### config.mk
export PLATFORM = sky130hd
export DESIGN_NAME = sfs_pick
export DESIGN_NICKNAME = d
export VERILOG_FILES = /design/src/hw/rtl/sfs_pkg.sv /design/src/hw/rtl/sfs_pick.sv
export SDC_FILE = /design/constraint.sdc
export NUM_CORES = 1
export LEC_CHECK = 0
export BUFFER_PORTS_ARGS = -buffer_cell sky130_fd_sc_hd__buf_2
export CAP_MARGIN = 40
export CELL_PAD_IN_SITES_DETAIL_PLACEMENT = 1
export CELL_PAD_IN_SITES_GLOBAL_PLACEMENT = 1
export CORE_MARGIN = 4
export CORE_UTILIZATION = 26
export DETAILED_ROUTE_END_ITERATION = 8
export PLACE_DENSITY = 0.89
export SYNTH_ARGS = -nofsm -noshare
export SYNTH_HDL_FRONTEND = slang
export SYNTH_SLANG_ARGS = --single-unit
### constraint.sdc
create_clock -name vclk -period 2.5
set_clock_uncertainty 0.1 [all_clocks]
set_input_delay 0.5 -clock vclk [all_inputs]
set_output_delay 0.5 -clock vclk [all_outputs]
set_load 0.02 [all_outputs]
### src/hw/rtl/sfs_pkg.sv
// ----------------------------------------------------------------------------
// sfs_pkg
// Shared constants, types and helpers of the fragment sender.
// ----------------------------------------------------------------------------
`default_nettype none

package sfs_pkg;

	localparam int SLOTS          = 32;
	localparam int SLOT_W         = 5;
	localparam int FRAG_BYTES     = 1024;
	localparam int FB_W           = $clog2(FRAG_BYTES);
	localparam int MAX_FRAGS      = 4096;
	localparam int FRAG_W         = $clog2(MAX_FRAGS);
	localparam int LANES          = 64;
	localparam int LANE_W         = $clog2(LANES);
	localparam int WORDS_PER_SLOT = MAX_FRAGS / LANES;
	localparam int WIDX_W         = $clog2(WORDS_PER_SLOT);
	localparam int ADDR_W         = SLOT_W + WIDX_W;
	localparam int MEM_DEPTH      = SLOTS * WORDS_PER_SLOT;
	localparam int CNT_W          = FRAG_W + 1;
	localparam int OFF_W          = FRAG_W + FB_W;
	localparam int LEN_W          = FB_W + 1;
	localparam int TOT_W          = OFF_W + 1;
	localparam int SIZE_W         = 24;
	localparam int ID_W           = 16;
	localparam int TIME_W         = 32;
	localparam int RES_W          = 13;
	localparam int TMO_W          = 20;
	localparam int BURST_W        = 7;
	localparam int CFG_W          = 20;
	localparam int CFG_A_W        = 2;
	localparam int ACT_W          = 3;
	localparam int KIND_W         = 3;
	localparam int ACKW_W         = 6;
	localparam int NSEND_W        = LANE_W + 1;

	localparam logic [CFG_A_W-1:0] CFG_RESEND  = 2'd0;
	localparam logic [CFG_A_W-1:0] CFG_TIMEOUT = 2'd1;
	localparam logic [CFG_A_W-1:0] CFG_BURST   = 2'd2;

	localparam logic [ACT_W-1:0] ACT_BEGIN  = 3'd0;
	localparam logic [ACT_W-1:0] ACT_CANCEL = 3'd1;
	localparam logic [ACT_W-1:0] ACT_CLRALL = 3'd2;
	localparam logic [ACT_W-1:0] ACT_TICK   = 3'd3;
	localparam logic [ACT_W-1:0] ACT_ACK    = 3'd4;

	localparam logic [KIND_W-1:0] K_ACCEPT  = 3'd0;
	localparam logic [KIND_W-1:0] K_REFUSE  = 3'd1;
	localparam logic [KIND_W-1:0] K_SEND    = 3'd2;
	localparam logic [KIND_W-1:0] K_TIMEOUT = 3'd3;
	localparam logic [KIND_W-1:0] K_GONE    = 3'd4;
	localparam logic [KIND_W-1:0] K_DONE    = 3'd5;
	localparam logic [KIND_W-1:0] K_IGNORE  = 3'd6;
	localparam logic [KIND_W-1:0] K_IDLE    = 3'd7;

	typedef enum logic [3:0] {
		ST_IDLE, ST_DEC, ST_CLR, ST_TRD, ST_TEV, ST_TSCAN, ST_TFIN,
		ST_ARD, ST_AMSK, ST_ACNT1, ST_ACNT2, ST_EMIT
	} state_t;

	typedef struct packed {
		logic [KIND_W-1:0] kind;
		logic [SLOT_W-1:0] slot;
		logic [FRAG_W-1:0] frag;
		logic [OFF_W-1:0]  off;
		logic [LEN_W-1:0]  len;
		logic [ID_W-1:0]   tid;
		logic [ID_W-1:0]   tnr;
		logic [TOT_W-1:0]  total;
		logic [CNT_W-1:0]  acked;
		logic              last;
	} res_t;

	// shared lane control
	typedef struct packed {
		logic              rd_en;
		logic [ADDR_W-1:0] rd_addr;
		logic [ADDR_W-1:0] wr_addr;
		logic [TIME_W-1:0] now;
		logic [RES_W-1:0]  resend;
	} lane_ctl_t;

	// lanes whose fragment index lies below the fragment count
	function automatic logic [LANES-1:0] lim_mask(input logic [WIDX_W-1:0] w,
			input logic [CNT_W-1:0] fc);
		logic [LANES-1:0] m;
		for (int j = 0; j < LANES; j++) begin
			m[j] = {1'b0, w, LANE_W'(j)} < fc;
		end
		return m;
	endfunction

endpackage

`default_nettype wire

### src/hw/rtl/sfs_pick.sv
// ----------------------------------------------------------------------------
// sfs_pick
// Merge of lane results: lowest eligible lane.
// ----------------------------------------------------------------------------
`default_nettype none

module sfs_pick import sfs_pkg::*; (
	input  wire logic [LANES-1:0]  mask,
	output logic                   found,
	output logic [LANE_W-1:0]      idx
);

	always_comb begin
		idx = '0;
		for (int j = LANES - 1; j >= 0; j--) begin
			if (mask[j]) idx = LANE_W'(j);
		end
	end

	assign found = |mask;

endmodule

`default_nettype wire

# Word-level counts from Yosys, hierarchy flattened
# Cells that the tools add are included.
dict set report totals {
  in_bits 64
  wordCells 65
  ff_bits 0
  out_inout_bits 7
}
dict set report op_classes {
  mux 64
  reduce_logical 1
}
# op count
set ops {}
lappend ops {{6-bit two-way mux} 64}
lappend ops {{64-bit OR reduction} 1}

# Logic depth before layout (Yosys ltp)
# Gate-level depths: netlist of run 1.
dict set report depth {
  depth_word 64
  mapped_depth 5
}

# Worst setup path before layout of run 1
# Ideal clock, no wire load.
dict set report synth_timing {
  path_kind {input to output}
  startpoint {input mask[15]}
  endpoint {output idx[5]}
  path_buffers 0
  arrival_ps 2018
  path_stages 4
  setup_slack_ps -118
  path_cell_list {or4_4 > nor2b_2 > nand3_1 > nor4_1}
}
dict set report synth_via {
  elab_chain_cells 16
}
# item line
set synth_rtl {}
lappend synth_rtl {{start: declaration} sfs_pick.sv:8} ;# input wire logic [LANES-1:0] mask,
lappend synth_rtl {{6-bit two-way mux (16 in a row)} sfs_pick.sv:16} ;# if (mask[j]) idx = LANE_W'(j);
lappend synth_rtl {{end: declaration} sfs_pick.sv:10} ;# output logic [LANE_W-1:0] idx
# No other way between the ends.

# Final worst setup path of run 1
dict set report layout_timing {
  startpoint {input mask[13]}
  endpoint {output idx[2]}
}
dict set report layout_via {
  elab_chain_cells 14
}
# item line
set layout_rtl {}
lappend layout_rtl {{6-bit two-way mux (14 in a row)} sfs_pick.sv:16}
# No other way between the ends.

==> summary.md, run 1 <==
| Metric | Value |
|---|---|
| Status | `finished, violations left` |
| Failing checks | `setup timing` |
| First-pass GRT wire length | `6.50 mm` |
| Critical-path top delay cell | `or4_4` |
| Buf+Inv Stages, Crit Path | `2` |
| Sequential share of the synthesized area | `0%` |
| Routed len/inst | `between 15 and 20 um` |
| Slew Limit Fails | `0` |
| Total Routing Usage GR | `a little under a fifth` |
| Area Growth Syn to Fin | `81.9%` |
| Tmin final | `around 2600 ps` |
| Antenna cells | `0` |
| # clk buffers | `0` |
| Cell count after synthesis | `145` |
| Largest net degree at the start of global routing | `6` |
| Grt total ovfl | `0` |
| Syn Nets | `209` |
| PortBufs | `71` |
| Placed cells | `280` |
| Slew @ Worst Pin | `about 480 ps` |
| Worst hold path endpoint | `idx[5]` |
| Full die area | `4410 um^2` |
| Syn avg cell area | `between 6 and 7 um^2` |
| Unrepaired setup endpoints after global routing | `yes` |
| Ys Warns | `0` |
| Initial drt markers | `41` |
| Initial antenna violation count | `0` |
| Placed Area | `between 1000 and 1500 um^2` |
| Largest fanout on the critical path | `3` |
| Fmax | `between 0.3 and 0.4 GHz` |
| Final Worst Setup Slack | `-97.1 ps` |
| Crit path DAT | `2000 ps` |
| Synth cell types | `40` |
| Core area | `around 3200 um^2` |
| Post-synth top area cell | `nor4_1` |
| CP Cell Sequence | `buf_6 -> or4_4 -> nor4_4 -> o211ai_1 -> o211ai_1 -> a21boi_1 -> buf_4` |
| WHS Path Cells | `5` |
| Final Hold Fails | `0` |
| Initial core utilization | `between 20 and 30%` |
| Nets | `between 300 and 400` |
| Post-route design area | `~1600 um^2` |
| Area contributors post-synth | `nor4_1 (11%), nor2_1 (8.0%), nor3_1 (6.8%), a21oi_1 (5.6%), nor4_4 (4.8%)` |
| Critical path capture point type | `primary output` |
| Synth Cell Area | `887 um^2` |
| Max-Slew Margin vs Limit | `between 60% and 70%` |
| Std-Cell Rows | `20` |
| Hold path startpoint | `mask[1]` |
| Pwr dens | `about 120 nW/um^2` |
| Crit path kind | `in2out` |
| Max-Cap Viols | `0` |
| Post-DRT Antenna Nets | `0` |
| Maximum vdd drop | `slightly below 50 uV` |
| Hpwl dp | `about 3.7 mm` |
| Final WL | `about 4.5 mm` |
| DR vias | `around 1500` |
| Die H | `roughly 66 um` |
| CP required | `around 1900 ps` |
| Vias/cell | `5.41` |
| Drt pass-1 iters | `4` |
| Startpoint Class | `primary input` |
| Count of final setup violators | `6` |
| GPL Wtd Cong | `about 0.8` |
| Storage element area | `0 um^2` |
| Synth top area share | `11.3%` |
| Cts hold-fix bufs | `0` |
| Final cell count without fillers | `roughly 280` |
| Final Cycle Share | `104%` |
| Leak | `a little under 0.7 nW` |
| Share of layout cells above drive strength 1 | `48.5%` |
| I/O pin count | `71` |
| Delay-heaviest family, CP | `simple AND/OR/NAND/NOR gates` |
| Critical path's largest stage delay | `about 570 ps` |
| Vias in the first global route | `around 1600` |
| Remaining DRCs | `0` |
| Min-delay worst type | `in2out` |
| Crit path top cell by count | `o211ai_1` |
| Fillcell total | `approximately 450` |
| FFs & Latches | `0` |
| Die Span X | `approximately 66 um` |
==> logic make-up (layout without fill, tap and decap cells) <==
group / count (synthesis) / count (layout) / share of synthesized area (%)
AO/OA/AOI/OAI: 47 / 47 / 36.4
buffers and inverters: 10 / 104 / 4.23
AND/OR/NAND/NOR: 88 / 88 / 59.4
==> metrics by stage <==
step	total power (W)	hold slack, ps	setup TNS, ps	utilization [%]	setup slack (ps)
after global routing	0.000218	1420	-886	51.2	-180
after global placement	0.000171	1360	-357	46.1	-217
final	0.000200	1380	-391	51.2	-97.1
after detailed placement	0.000176	1370	-688	46.1	-195
after CTS	0.000186	1370	-477	48.7	-101
after floorplan	0.0000548	1070	0	-	75.1
==> layout make-up <==
cell class	instances	area (um^2)	area share, %
multi-input combinational	135	946	58.6
timing repair buffer	94	576	35.7
tap	44	55.1	3.41
inverter	10	37.5	2.33
==> worst min-delay path: stages <==
cell and delay (ps):
buf_2 100, nor4_1 60, nand3_1 110, nor4_2 60, buf_2 150
==> report_power, final <==
part           switching [W]  internal (W)
Sequential                 0             0
Clock                      0             0
Combinational       0.000103     0.0000966
==> cells in the final DEF (no fill, tap or decap), types with 2 or more instances in the layout <==
master / instances
a21boi_1: 3
a21oi_1: 10
a31oi_1: 2
buf_2: 61
buf_4: 27
buf_6: 6
inv_1: 10
nand2_1: 9
nand2b_1: 4
nand3_1: 6
nor2_1: 18
nor2b_1: 3
nor2b_2: 2
nor3_1: 11
nor4_1: 12
nor4_2: 2
nor4_4: 4
o211ai_1: 4
o21a_1: 3
o21ai_0: 6
o21bai_1: 3
o311ai_2: 2
o31ai_1: 2
or3_1: 3
or4_4: 4
==> synthesized netlist by cell type, types with 2 or more instances <==
library cell   n
nand2b_1       4
a21oi_1       10
o21a_1         3
nand3_1        6
nand2_1        9
nor3_1        12
nor2_1        19
o21bai_1       3
a31oi_1        2
inv_1         10
o21ai_0        6
nor2b_1        4
or3_1          3
o211ai_1       4
a21boi_1       2
o311ai_1       2
a211oi_1       2
nor4_1        16
o31ai_1        3
nor4_4         2
or4_4          2
or4_1          3
==> worst max-delay path by stage <==
stage | start | end | slack, ps | cells past startpoint
floorplan | mask[12] | idx[0] | 80 | 4
global route | mask[15] | idx[0] | -180 | 9
global placement | mask[15] | idx[2] | -220 | 7
CTS | mask[60] | found | -100 | 7
finish | mask[13] | idx[2] | -100 | 7
detailed placement | mask[15] | idx[2] | -190 | 7
==> metal layers <==
metal  track usage (%)  up-vias  routed length (um)
li1                  -      766                   -
met1              20.3      720                1720
met2              37.8       42                2500
met3              1.02        2                 200
met4              1.27        0                  28
met5                 0        -                   0
==> timing repair <==
action,CTS,global route
resized for setup,14,16
setup endpoints to repair,7,7
setup buffers,2,1
pin swaps,8,5
Note: power is estimated with default switching activity, not from simulation.
==> run 2, diff against run 1 <==
- ABC_AREA: not set -> 1
- CORE_UTILIZATION: 26 -> 25
- PLACE_DENSITY: 0.89 -> 0.88
- SETUP_SLACK_MARGIN: not set -> 0.3
==> run 2 against run 1 <==
The run still ends with setup timing left. Final cell count is 36% higher. Non-clock buffer count grew 5. Total power rose by 17%. Combinational power rose by 17%. Synthesized cell count rose by 62%. Sequential cell count did not move.
==> summary.md, run 2 <==
| Metric | Value |
|---|---|
| Post-DRT Antenna Nets | `0 (unchanged)` |
| Top-count cell post-synth | `nand2_1` |
| Synth Area in Adders | `0% (unchanged)` |
| DR vias | `1636 (+6.9%)` |
| Startpoint Class | `primary input` |
| Slew @ Worst Pin | `245 ps (-238 ps)` |
| Delay-heaviest family, CP | `simple AND/OR/NAND/NOR gates` |
| Hold path startpoint | `mask[0]` |
| FFs & Latches | `0 (unchanged)` |
| Syn Nets | `299 (+43%)` |
| # clk buffers | `0 (unchanged)` |
| Grt total ovfl | `0 (unchanged)` |
| Vias/cell | `4.26 (-21%)` |
| Tmin final | `4470 ps (+1880 ps)` |
| Fmax | `0.224 GHz (-42%)` |
| Status | `finished, violations left` |
| Final Core Density | `47.4% (-3.8 points)` |
| Commonest cells after routing, fill and taps aside | `nand2_1 (97), buf_2 (61), inv_1 (58)` |
| Post-synthesis simple-gate area fraction | `57.9% (-1.5 points)` |
| Highest signal layer in the routed design | `met4` |
| Final Worst Setup Slack | `-1970 ps (-1880 ps)` |
| Pwr dens | `125 nW/um^2 (+0.71%)` |
| Cell count after synthesis | `235 (+62%)` |
| Max-Cap Viols | `0 (unchanged)` |
| Synth cell types | `16 (-60%)` |
| Post-synth top area cell | `nand2_1` |
| Routed wl met2 | `2.14 mm (-14%)` |
| Final WL | `3.76 mm (-16%)` |
| Slew Limit Fails | `0 (unchanged)` |
| Final Cycle Share | `179% (+75 points)` |
| Initial drt markers | `17 (-59%)` |
| Drt pass-1 iters | `4 (unchanged)` |
| Crit path top cell by count | `nand2_1` |
| First-pass GRT wire length | `6.65 mm (+2.3%)` |
| WHS Path Cells | `3 (-2)` |
| GPL Wtd Cong | `0.740 (-5.8%)` |
| Failing checks | `setup timing` |
| Initial antenna violation count | `0 (unchanged)` |
| PortBufs | `71 (unchanged)` |
| Power Total | `0.000234 W (+17%)` |
| Nets | `400 (+31%)` |
| Final Hold Fails | `0 (unchanged)` |
| DRT met1 WL | `1.34 mm (-22%)` |
| Crit path DAT | `3870 ps (+1870 ps)` |
| Largest net degree at the start of global routing | `4 (-2)` |
| Std-Cell Rows | `23 (+15%)` |
| Multi-input combinational cell area | `823 um^2 (-13%)` |
| Vias in the first global route | `1772 (+14%)` |
| Worst hold path endpoint | `idx[0]` |
| Cts hold-fix bufs | `0 (unchanged)` |
| Critical path capture point type | `primary output` |
| Critical-path top delay cell | `buf_6` |
| Antenna cells | `0 (unchanged)` |
| Initial core utilization | `25.8% (-2.3 points)` |
| Fin Setup TNS | `-3570 ps (-3180 ps)` |
| Fin Hold WS | `1210 ps (-174 ps)` |
| Buf+Inv Stages, Crit Path | `3 (+1)` |
| Area Growth Syn to Fin | `83.5%` |
| Die H | `72.0 um (+8.4%)` |
| Commonest non-fill, non-tap cell in the layout | `nand2_1` |
| Leak | `1.18 nW (+74%)` |
| Unrepaired setup endpoints after global routing | `yes` |
| Routed len/inst | `9.79 um (-38%)` |
| Met3 Wirelength | `217 um (+8.5%)` |
| I/O pin count | `71 (unchanged)` |
| Mux contribution to synthesized area | `0% (unchanged)` |
| Largest fanout on the critical path | `2 (-1)` |
| Ys Warns | `0 (unchanged)` |
| Remaining DRCs | `0 (unchanged)` |
| Synth Cell Area | `1020 um^2 (+16%)` |
| Min-delay worst type | `in2out` |
| Hpwl dp | `3.39 mm (-7.8%)` |
| Main combinational cell family by area after synthesis | `simple AND/OR/NAND/NOR gates` |
| Synth top area share | `36.6% (+25 points)` |
| Complex-gate fraction of the synthesized area | `7.45% (-29 points)` |
| Fillcell total | `609 (+36%)` |
| Die Span X | `72.0 um (+8.4%)` |
| Total Routing Usage GR | `14.9% (-3.2 points)` |
| Maximum vdd drop | `38.3 uV (-20%)` |
| Syn avg cell area | `4.36 um^2 (-29%)` |
| Top cells by count, synth | `nand2_1 (100), inv_1 (59), nor2_1 (44), bufinv_8 (7), nand3_1 (6)` |
| Placement Setup Slack | `-2120 ps (-1930 ps)` |
| Max-Slew Margin vs Limit | `83.6% (+16 points)` |
| CP required | `1900 ps (about the same)` |
| Area contributors post-synth | `nand2_1 (37%), inv_1 (22%), nor2_1 (16%), bufinv_8 (12%), nand3_1 (2.9%)` |
| Full die area | `5190 um^2 (+18%)` |
| Xor/xnor share of the synthesized area | `0% (unchanged)` |
| Sequential share of the synthesized area | `0% (unchanged)` |
| Crit path kind | `in2out` |
| Storage element area | `0 um^2 (unchanged)` |
| Count of final setup violators | `4 (-2)` |
| Critical path's largest stage delay | `130 ps (-440 ps)` |
| Core area | `3970 um^2 (+26%)` |
| Share of layout cells above drive strength 1 | `41.0% (-7.5 points)` |
==> run 2: cell count changes after synthesis, sizes merged, moves of 7 or more <==
cell | before | now
nor4 | 18 | 2
nor2 | 20 | 44
bufinv | 0 | 7
inv | 10 | 62
nand2 | 9 | 100
nor3 | 12 | 2
==> run 2: worst max path at each step <==
stage | startpoint | depth (start not counted) | to | slack, ps
2_1_floorplan | mask[62] | 63 | idx[0] | -1390
3_3_place_gp | mask[62] | 65 | idx[0] | -1890
3_5_place_dp | mask[62] | 65 | idx[0] | -2120
4_1_cts | mask[62] | 65 | idx[0] | -2070
5_1_grt | mask[62] | 65 | idx[0] | -2700
6_report | mask[62] | 65 | idx[0] | -1970
==> run 2: cell type report <==
type / count / area share (%)
multi-input combinational: 166 / 43.8
timing repair buffer: 99 / 34.0
inverter: 69 / 18.9
tap: 50 / 3.33
==> run 2: cells by family (layout without fill, tap and decap cells) <==
group                  count (synthesis)  in the layout
AOI/OAI and AO/OA                     12             12
buffers and inverters                 69            168
and+or+nand+nor                      154            154
==> run 2: report_power, final <==
group	total, W	internal, W	leakage (nW)	switching [W]
Combinational	0.000234	0.000127	1.18	0.000107
Clock	0	0	0	0
Sequential	0	0	0	0
==> run 2: repair_timing <==
item                                    CTS  global route
endpoints found under the setup margin    7             7
hold endpoints to repair                  0             0
gates resized for setup                  34            17
pin swaps                                 9            23
setup buffers                             2             2
==> run 2: layer usage <==
| metal | vias up | global-route usage, % |
|---|---|---|
| li1 | 866 | - |
| met1 | 724 | 14.9 |
| met2 | 40 | 32.8 |
| met3 | 6 | 0.831 |
| met4 | 0 | 2.92 |
| met5 | - | 0 |
==> run 2: tightest hold or removal path, delay by kind of cell <==
family | cells | cell delay, ps
AO/OA/AOI/OAI | 1 | 40
buffers and inverters | 2 | 270
==> run 2: stage by stage <==
step                      instances  area, um^2
after floorplan                 235        1050
after global placement          380        1650
after detailed placement        380        1650
after CTS                       382        1800
after global routing            384        1880
final                           384        1880
